### config.mk
export PLATFORM = sky130hd
export DESIGN_NAME = att_cordic
export DESIGN_NICKNAME = d
export VERILOG_FILES = /design/src/sv/att_pkg.sv /design/src/sv/att_cordic.sv
export SDC_FILE = /design/constraint.sdc
export NUM_CORES = 2
export LEC_CHECK = 0
export BUFFER_PORTS_ARGS = -buffer_cell sky130_fd_sc_hd__buf_2
export CORE_MARGIN = 2
export CORE_UTILIZATION = 55
export CTS_CLUSTER_DIAMETER = 150
export CTS_CLUSTER_SIZE = 28
export DETAILED_ROUTE_END_ITERATION = 10
export GPL_ROUTABILITY_DRIVEN = 0
export PLACE_DENSITY = 0.71
export SLEW_MARGIN = 20
export SYNTH_ARGS = -nofsm -noshare
export SYNTH_HDL_FRONTEND = slang
export SYNTH_SLANG_ARGS = --single-unit
### constraint.sdc
create_clock -name clk -period 22.7 [get_ports clk]
set_input_delay 6.81 -clock clk [delete_from_list [all_inputs] [get_ports clk]]
set_output_delay 6.81 -clock clk [all_outputs]
set_load 0.01 [all_outputs]
### src/sv/att_pkg.sv
`timescale 1ns / 1ps
`default_nettype none

package att_pkg;

    // fixed widths of the datapath
    localparam int AXIS_W    = 10;
    localparam int PRE_SHIFT = 20;
    localparam int VEC_W     = 34;
    localparam int ACC_FRAC  = 16;
    localparam int ACC_W     = 26;
    localparam int TABLE_LEN = 24;
    localparam int ANGLE_W   = 15;
    localparam int TILT_W    = 16;

    typedef logic signed [VEC_W-1:0] vec_t;
    typedef logic signed [ACC_W-1:0] acc_t;

    // atan(2^-i) in units of 2^-16 degree
    function automatic acc_t atan_entry(input logic [4:0] idx);
        acc_t v;
        begin
            v = '0;
            case (idx)
                5'd0:  v = 26'sd2949120;
                5'd1:  v = 26'sd1740967;
                5'd2:  v = 26'sd919879;
                5'd3:  v = 26'sd466945;
                5'd4:  v = 26'sd234379;
                5'd5:  v = 26'sd117304;
                5'd6:  v = 26'sd58666;
                5'd7:  v = 26'sd29335;
                5'd8:  v = 26'sd14668;
                5'd9:  v = 26'sd7334;
                5'd10: v = 26'sd3667;
                5'd11: v = 26'sd1833;
                5'd12: v = 26'sd917;
                5'd13: v = 26'sd458;
                5'd14: v = 26'sd229;
                5'd15: v = 26'sd115;
                5'd16: v = 26'sd57;
                5'd17: v = 26'sd29;
                5'd18: v = 26'sd14;
                5'd19: v = 26'sd7;
                5'd20: v = 26'sd4;
                5'd21: v = 26'sd2;
                5'd22: v = 26'sd1;
                default: v = '0;
            endcase
            return v;
        end
    endfunction

endpackage

`default_nettype wire

### src/sv/att_cordic.sv
`timescale 1ns / 1ps
`default_nettype none

// pipelined cordic vectoring atan2, one micro-rotation per stage
module att_cordic #(
    parameter int CORDIC_STEPS    = 16,
    parameter int ANGLE_FRAC_BITS = 6
) (
    input  wire                                clk,
    input  wire                                en,
    input  wire signed [att_pkg::AXIS_W-1:0]   num,
    input  wire signed [att_pkg::AXIS_W-1:0]   den,
    output logic signed [att_pkg::ANGLE_W-1:0] angle
);

    localparam int STAGES = (CORDIC_STEPS < att_pkg::TABLE_LEN) ? CORDIC_STEPS
                                                                : att_pkg::TABLE_LEN;
    localparam int DROP = att_pkg::ACC_FRAC - ANGLE_FRAC_BITS;
    localparam int LIM  = 180 * (1 << ANGLE_FRAC_BITS);

    att_pkg::vec_t x_reg [0:STAGES];
    att_pkg::vec_t y_reg [0:STAGES];
    att_pkg::acc_t z_reg [0:STAGES];
    logic          zero_reg [0:STAGES];

    att_pkg::vec_t x_next, y_next;
    att_pkg::acc_t z_next;

    // pre-rotation by 180 degrees for a negative denominator
    always_comb
    begin
        x_next = att_pkg::vec_t'(den) <<< att_pkg::PRE_SHIFT;
        y_next = att_pkg::vec_t'(num) <<< att_pkg::PRE_SHIFT;
        z_next = '0;
        if (den < 0)
        begin
            z_next = (num >= 0) ? att_pkg::acc_t'(180 * (1 << att_pkg::ACC_FRAC))
                                : att_pkg::acc_t'(-180 * (1 << att_pkg::ACC_FRAC));
            x_next = -x_next;
            y_next = -y_next;
        end
    end

    always_ff @(posedge clk)
    begin
        if (en)
        begin
            x_reg[0]    <= x_next;
            y_reg[0]    <= y_next;
            z_reg[0]    <= z_next;
            zero_reg[0] <= (num == 0) && (den == 0);
        end
    end

    // micro-rotation stages
    for (genvar i = 0; i < STAGES; i++)
    begin : g_stage
        always_ff @(posedge clk)
        begin
            if (en)
            begin
                zero_reg[i+1] <= zero_reg[i];
                if (y_reg[i] > 0)
                begin
                    x_reg[i+1] <= x_reg[i] + (y_reg[i] >>> i);
                    y_reg[i+1] <= y_reg[i] - (x_reg[i] >>> i);
                    z_reg[i+1] <= z_reg[i] + att_pkg::atan_entry(5'(i));
                end
                else
                begin
                    x_reg[i+1] <= x_reg[i] - (y_reg[i] >>> i);
                    y_reg[i+1] <= y_reg[i] + (x_reg[i] >>> i);
                    z_reg[i+1] <= z_reg[i] - att_pkg::atan_entry(5'(i));
                end
            end
        end
    end

    // round half up, clamp, zero case
    att_pkg::acc_t z_rnd;
    att_pkg::acc_t z_q;
    always_comb
    begin
        z_rnd = z_reg[STAGES] + att_pkg::acc_t'(1 << (DROP - 1));
        z_q   = z_rnd >>> DROP;
        if (zero_reg[STAGES])
            angle = '0;
        else if (z_q > att_pkg::acc_t'(LIM))
            angle = att_pkg::ANGLE_W'(LIM);
        else if (z_q < att_pkg::acc_t'(-LIM))
            angle = att_pkg::ANGLE_W'(-LIM);
        else
            angle = z_q[att_pkg::ANGLE_W-1:0];
    end

endmodule

`default_nettype wire

======== Yosys cells after proc, flatten, opt, wreduce, memory -nomap -nowiden ========
Memory sizes are Yosys's and may differ from the RTL's.
Index checks and enable logic that the tools add are counted.
word-level totals
  register bits after elaboration ......... 0
  memory bits (writable) .................. 1,615
  input port bits ......................... 22
  word-level logic and storage cells ...... 326
  memories ................................ 4
memory list
  memory    words  bits a word  rd ports  clocked after Yosys merged registers in  wr ports  RTL line          source
  x_reg     17     34           16        0                                        17        att_cordic.sv:21  att_pkg::vec_t x_reg [0:STAGES];
  y_reg     17     34           16        0                                        17        att_cordic.sv:22  att_pkg::vec_t y_reg [0:STAGES];
  z_reg     17     26           17        0                                        17        att_cordic.sv:23  att_pkg::acc_t z_reg [0:STAGES];
  zero_reg  17     1            17        0                                        17        att_cordic.sv:24  logic zero_reg [0:STAGES];
operators by class
  add/subtract/negate cells ............... 98
  order comparisons ....................... 20
  muxes and demuxes ....................... 153
  bitwise operators ....................... 48
  reductions and logical operators ........ 3
operators by type and width
  kind                 number
  $mux 34              34
  $gt 34x1->1 const B  16
  $mux 26              18
  $mux 1               98
  $add 34x19->34       2
  $add 34x20->34       2
  $add 34x21->34       2
  $add 34x22->34       2
  $add 34x23->34       2
  $add 34x24->34       2
  $add 34x25->34       2
  $add 34x26->34       2
  $add 34x27->34       2
  $add 34x28->34       2
  $add 34x29->34       2
  $add 34x30->34       2
  $add 34x31->34       2
  $add 34x32->34       2
  $add 34x33->34       2
  $neg 30->34          2
  $sub 34x19->34       2
  $sub 34x20->34       2
  $sub 34x21->34       2
  $sub 34x22->34       2
  other kinds (53)     116

======== Logic depth before layout (Yosys ltp) ========
  word-level depth ........................ 5
  mapped depth ............................ 26

======== Worst setup path after synthesis ========
OpenSTA, ideal clock, no wires.
  kind .................................... input-to-reg
  from .................................... input port en
  to ...................................... memory y_reg[10][32] (netlist bit) (data pin)
  data arrival time ....................... 11,639 ps
  required time ........................... 22,442 ps
  setup slack ............................. 10,804 ps
  cell stages on the path ................. 20
  cells stage by stage .................... buf_1 > buf_2 > clkbuf_1 > o21ai_1 > clkinv_1 > buf_1 > nor2_1 > xor2_1 > ha_1 > nor2b_1 > o21a_1 > a311o_1 > nand4_1 > a31oi_1 > a311o_1 > a311o_1 > a221oi_1 > o2111ai_1 > a21oi_1 > xnor2_1
RTL lines
  element      RTL line          source
  from (decl)  att_cordic.sv:10  input wire en,
  to (decl)    att_cordic.sv:22

==> impl_metrics.toml <==
[logic_synthesis]
synth-main-ff-cell = "edfxtp_1"
postSynth.asyncResetShare_pct = 0
ys_warn_count = 0
seq_area_frac_synth_pct = 35.8
syn-cell-area_mm2 = 0.101
synth_fa_ha_area_share_pct = 14.7
synth_top_family_by_area = "compound AO/OA/AOI/OAI gates"
syn_area_per_cell_um2 = 9.57
netlist_instances = 10600
synth_compound_area_share_pct = 18.9
synth_largest_area_cell = "edfxtp_1"
synthMuxAreaShare_pct = 0.647
synth_xor_area_share_pct = 13.2
synth_cell_types = 92
synth_top_area_share_pct = 35.8
synth_seq_cells = 1206
synth_edf_count = 1206
yosys.area_share.simple_pct = 14.3
synthTopCellsByArea = "edfxtp_1, ha_1, xnor2_1"

[drt]
ant_nets = 0
viasPerCell = 6.20
drc = 0
drt_iter0_drc = 6542
drt-wirelength-per-cell_um = 19.9
wirelength_mm = 259
vias = 80600
drt_pre_antenna_iters = 6

[final_layout]
num-fill-cells = 15600
multi_input_comb_area_mm2 = 0.0626
largest_reg_flops = 434
drive_above_1_share_pct = 2.81
area_growth_pct = 4.40
fin_nets = 11700
seqCellArea_mm2 = 0.0362

[flow_run]
cap_violations = 0

[critical_path]
path_depth = 21
crit_family = "buffers and inverters"
crit_type = "in -> reg"
ff2ff_path_depth = 25
slowest_delay_ns = 0.74
reg2reg_from = "y_reg[9][13]$_DFFE_PP_"
critical_path_arrival_ns = 13.00
crit_slowest_cell = "o41ai_1"
r2r-end = "x_reg[10][33]$_DFFE_PP_"
path_cells = "buf_12 -> buf_4 -> buf_4 -> buf_12 -> and2_1 -> a41oi_2 -> inv_1 -> buf_4 -> nor2_1 -> xor2_1 -> ha_1 -> o21a_1 -> nor2_1 -> a21oi_1 -> a211oi_1 -> o41ai_1 -> a41oi_1 -> a21oi_1 -> a21o_1 -> a21oi_1 -> xnor2_1"
critical_path_buf_inv_count = 6
r2r_slack_ns = 14.96
crit_required_ns = 23.20
cp-startpoint = "en"
start_kind = "input pin"
cp_max_fo = 126
crit_end = "y_reg[6][33]$_DFFE_PP_"
endpoint_kind = "flip-flop"

[global_route]
antenna_found_initial = 1
grtUsageMet2_pct = 46.5
grt.busiest_layer = "met2"
grt_pass1_wl_mm = 408
grt_overflow = 0
grt_pass1_vias = 76500
grt.met3_usage_pct = 2.32
globalRouteMet1Util_pct = 34.0
grt_max_degree = 194
track_usage_pct = 26.8

[floorplanning]
floorplan.core_area_mm2 = 0.183
start_util_pct = 55.3
num_rows = 157
pin_count = 37
die_w_um = 433
die_y_um = 433
design.die.area_mm2 = 0.187

[clock_tree]
cts_inserted_buffers = 50
cts-root-buf = "clkbuf_16"
numClockSinks = 1206
cts_tree = "done"
clk_path_buf_depth = 3
clk_latency_ns = 0.74
htree_levels = 2
post_cts.repair.setup_buffers = 0
holdBufCountCts = 0
clk_pin_slew_ns = 0.11
cts_resized = 0

[sta]
drv_slew = 0
relSlewSlack_pct = 19.1
tightest_slew_ns = 1.20
rsz0062_at_grt = "no"
period_share_pct = 55.0
setup-tns-final_ns = 0
finalHoldViolations = 0
max_freq_ghz = 0.0800
period_minus_slack_ns = 12.50
setup_viol = 0
skew_ns = 0.0254

[placement]
port_buffers = 36
dp_hpwl_mm = 205

[outcome]
outcome = "complete, no violations"

[min_path]
min_path_type = "reg -> reg"
-- Yosys cell counts (19+ instances only) --
master,number
and2_1,57
a41oi_1,24
o31a_1,34
a21boi_0,44
nand2_1,644
mux2_2,19
a21o_1,351
o31ai_1,172
nor2b_1,141
nand2b_1,169
nor4_1,100
a211oi_1,79
a31oi_1,93
a31o_2,33
a2111oi_0,25
nand3_1,231
nor2_1,856
edfxtp_1,1206
nor3_1,326
nand3b_1,26
o211ai_1,51
nand4_1,63
o21bai_1,110
and3_1,79
or3_1,114
o2111ai_1,30
and4_1,20
o21a_1,182
xnor2_1,1036
ha_1,1133
inv_1,462
xor2_1,489
o21ai_0,590
fa_1,33
clkbuf_1,166
a21oi_1,886
a211o_1,23
or2_2,58
or4_1,52
o41ai_1,79
mux2i_1,44
-- through the flow --
step                hold WS, ns  setup slack (ns)  util [%]  instances  instance area (um2)
CTS                       0.437             10.32      57.8      13000               106000
global route              0.443              9.70      57.8      13000               106000
floorplan                 0.400             10.80         -      10600               101000
detailed placement        0.407              9.53      57.0      12900               104000
global placement          0.403              9.65      57.0      12900               104000
finish                    0.435             10.20      57.8      13000               106000
-- worst min-delay path by stage --
stage                           startpoint                     end  cells after the start
floorplan            z_reg[5][1]$_DFFE_PP_   z_reg[6][1]$_DFFE_PP_                      0
global placement     z_reg[8][1]$_DFFE_PP_   z_reg[9][1]$_DFFE_PP_                      0
detailed placement  zero_reg[15]$_DFFE_PP_  zero_reg[16]$_DFFE_PP_                      0
CTS                  zero_reg[1]$_DFFE_PP_   zero_reg[2]$_DFFE_PP_                      0
global route         z_reg[8][1]$_DFFE_PP_   z_reg[9][1]$_DFFE_PP_                      0
finish               z_reg[8][1]$_DFFE_PP_   z_reg[9][1]$_DFFE_PP_                      0
-- cell type report --
cell class / count / area share, %
multi-input combinational: 8718 / 59.2
sequential: 1206 / 34.3
tap: 2464 / 2.92
inverter: 470 / 1.67
clock buffer: 53 / 1.26
timing repair buffer: 85 / 0.599
clock inverter: 4 / 0.0628
antenna: 2 / 0.00474
-- worst reg2reg max path: stages, from the launching register on --
cell	delay, ns
edfxtp_1	0.56
nor3_1	0.37
nand2_1	0.15
nor4_1	0.33
and4bb_2	0.39
and2_1	0.24
nand2_1	0.19
nor2_1	0.27
o21ai_2	0.07
buf_4	0.28
clkinv_1	0.33
buf_4	0.47
nor2_1	0.15
xnor2_1	0.16
ha_1	0.34
o21a_1	0.18
o31a_1	0.15
o311ai_0	0.73
a31oi_1	0.30
o21a_1	0.28
o311a_1	0.37
a221o_1	0.39
a2111oi_0	0.42
o21bai_1	0.14
a21oi_1	0.18
xnor2_1	0.08
-- kinds of logic after synthesis --
group,count (synthesis)
flops,1206
mux,63
simple gates,2984
xor+xnor,1525
compound gates,2976
buf+inv,655
fa+ha+maj,1166
other cells,1
-- cell usage in the layout (no fill, tap or decap), drive strengths merged, types with 93 or more instances in the layout --
cell type and instances:
edfxtp 1206, ha 1133, xnor2 1036, a21oi 887, nor2 856, nand2 644
o21ai 598, xor2 489, inv 468, a21o 351, nor3 327, nand3 231
o21a 182, o31ai 172, nand2b 169, nor2b 141, or3 114, o21bai 110
nor4 102, a31oi 93
-- per-layer routing --
metal / share of wire, % / up-vias
li1: - / 39100
met1: 42 / 38400
met2: 48 / 2478
met3: 5.5 / 553
met4: 5.0 / 0
met5: 0 / -
Power is left out: the tool's default activity adds up to more than one toggle a clock period on the data nets, which glitch-free logic cannot reach.
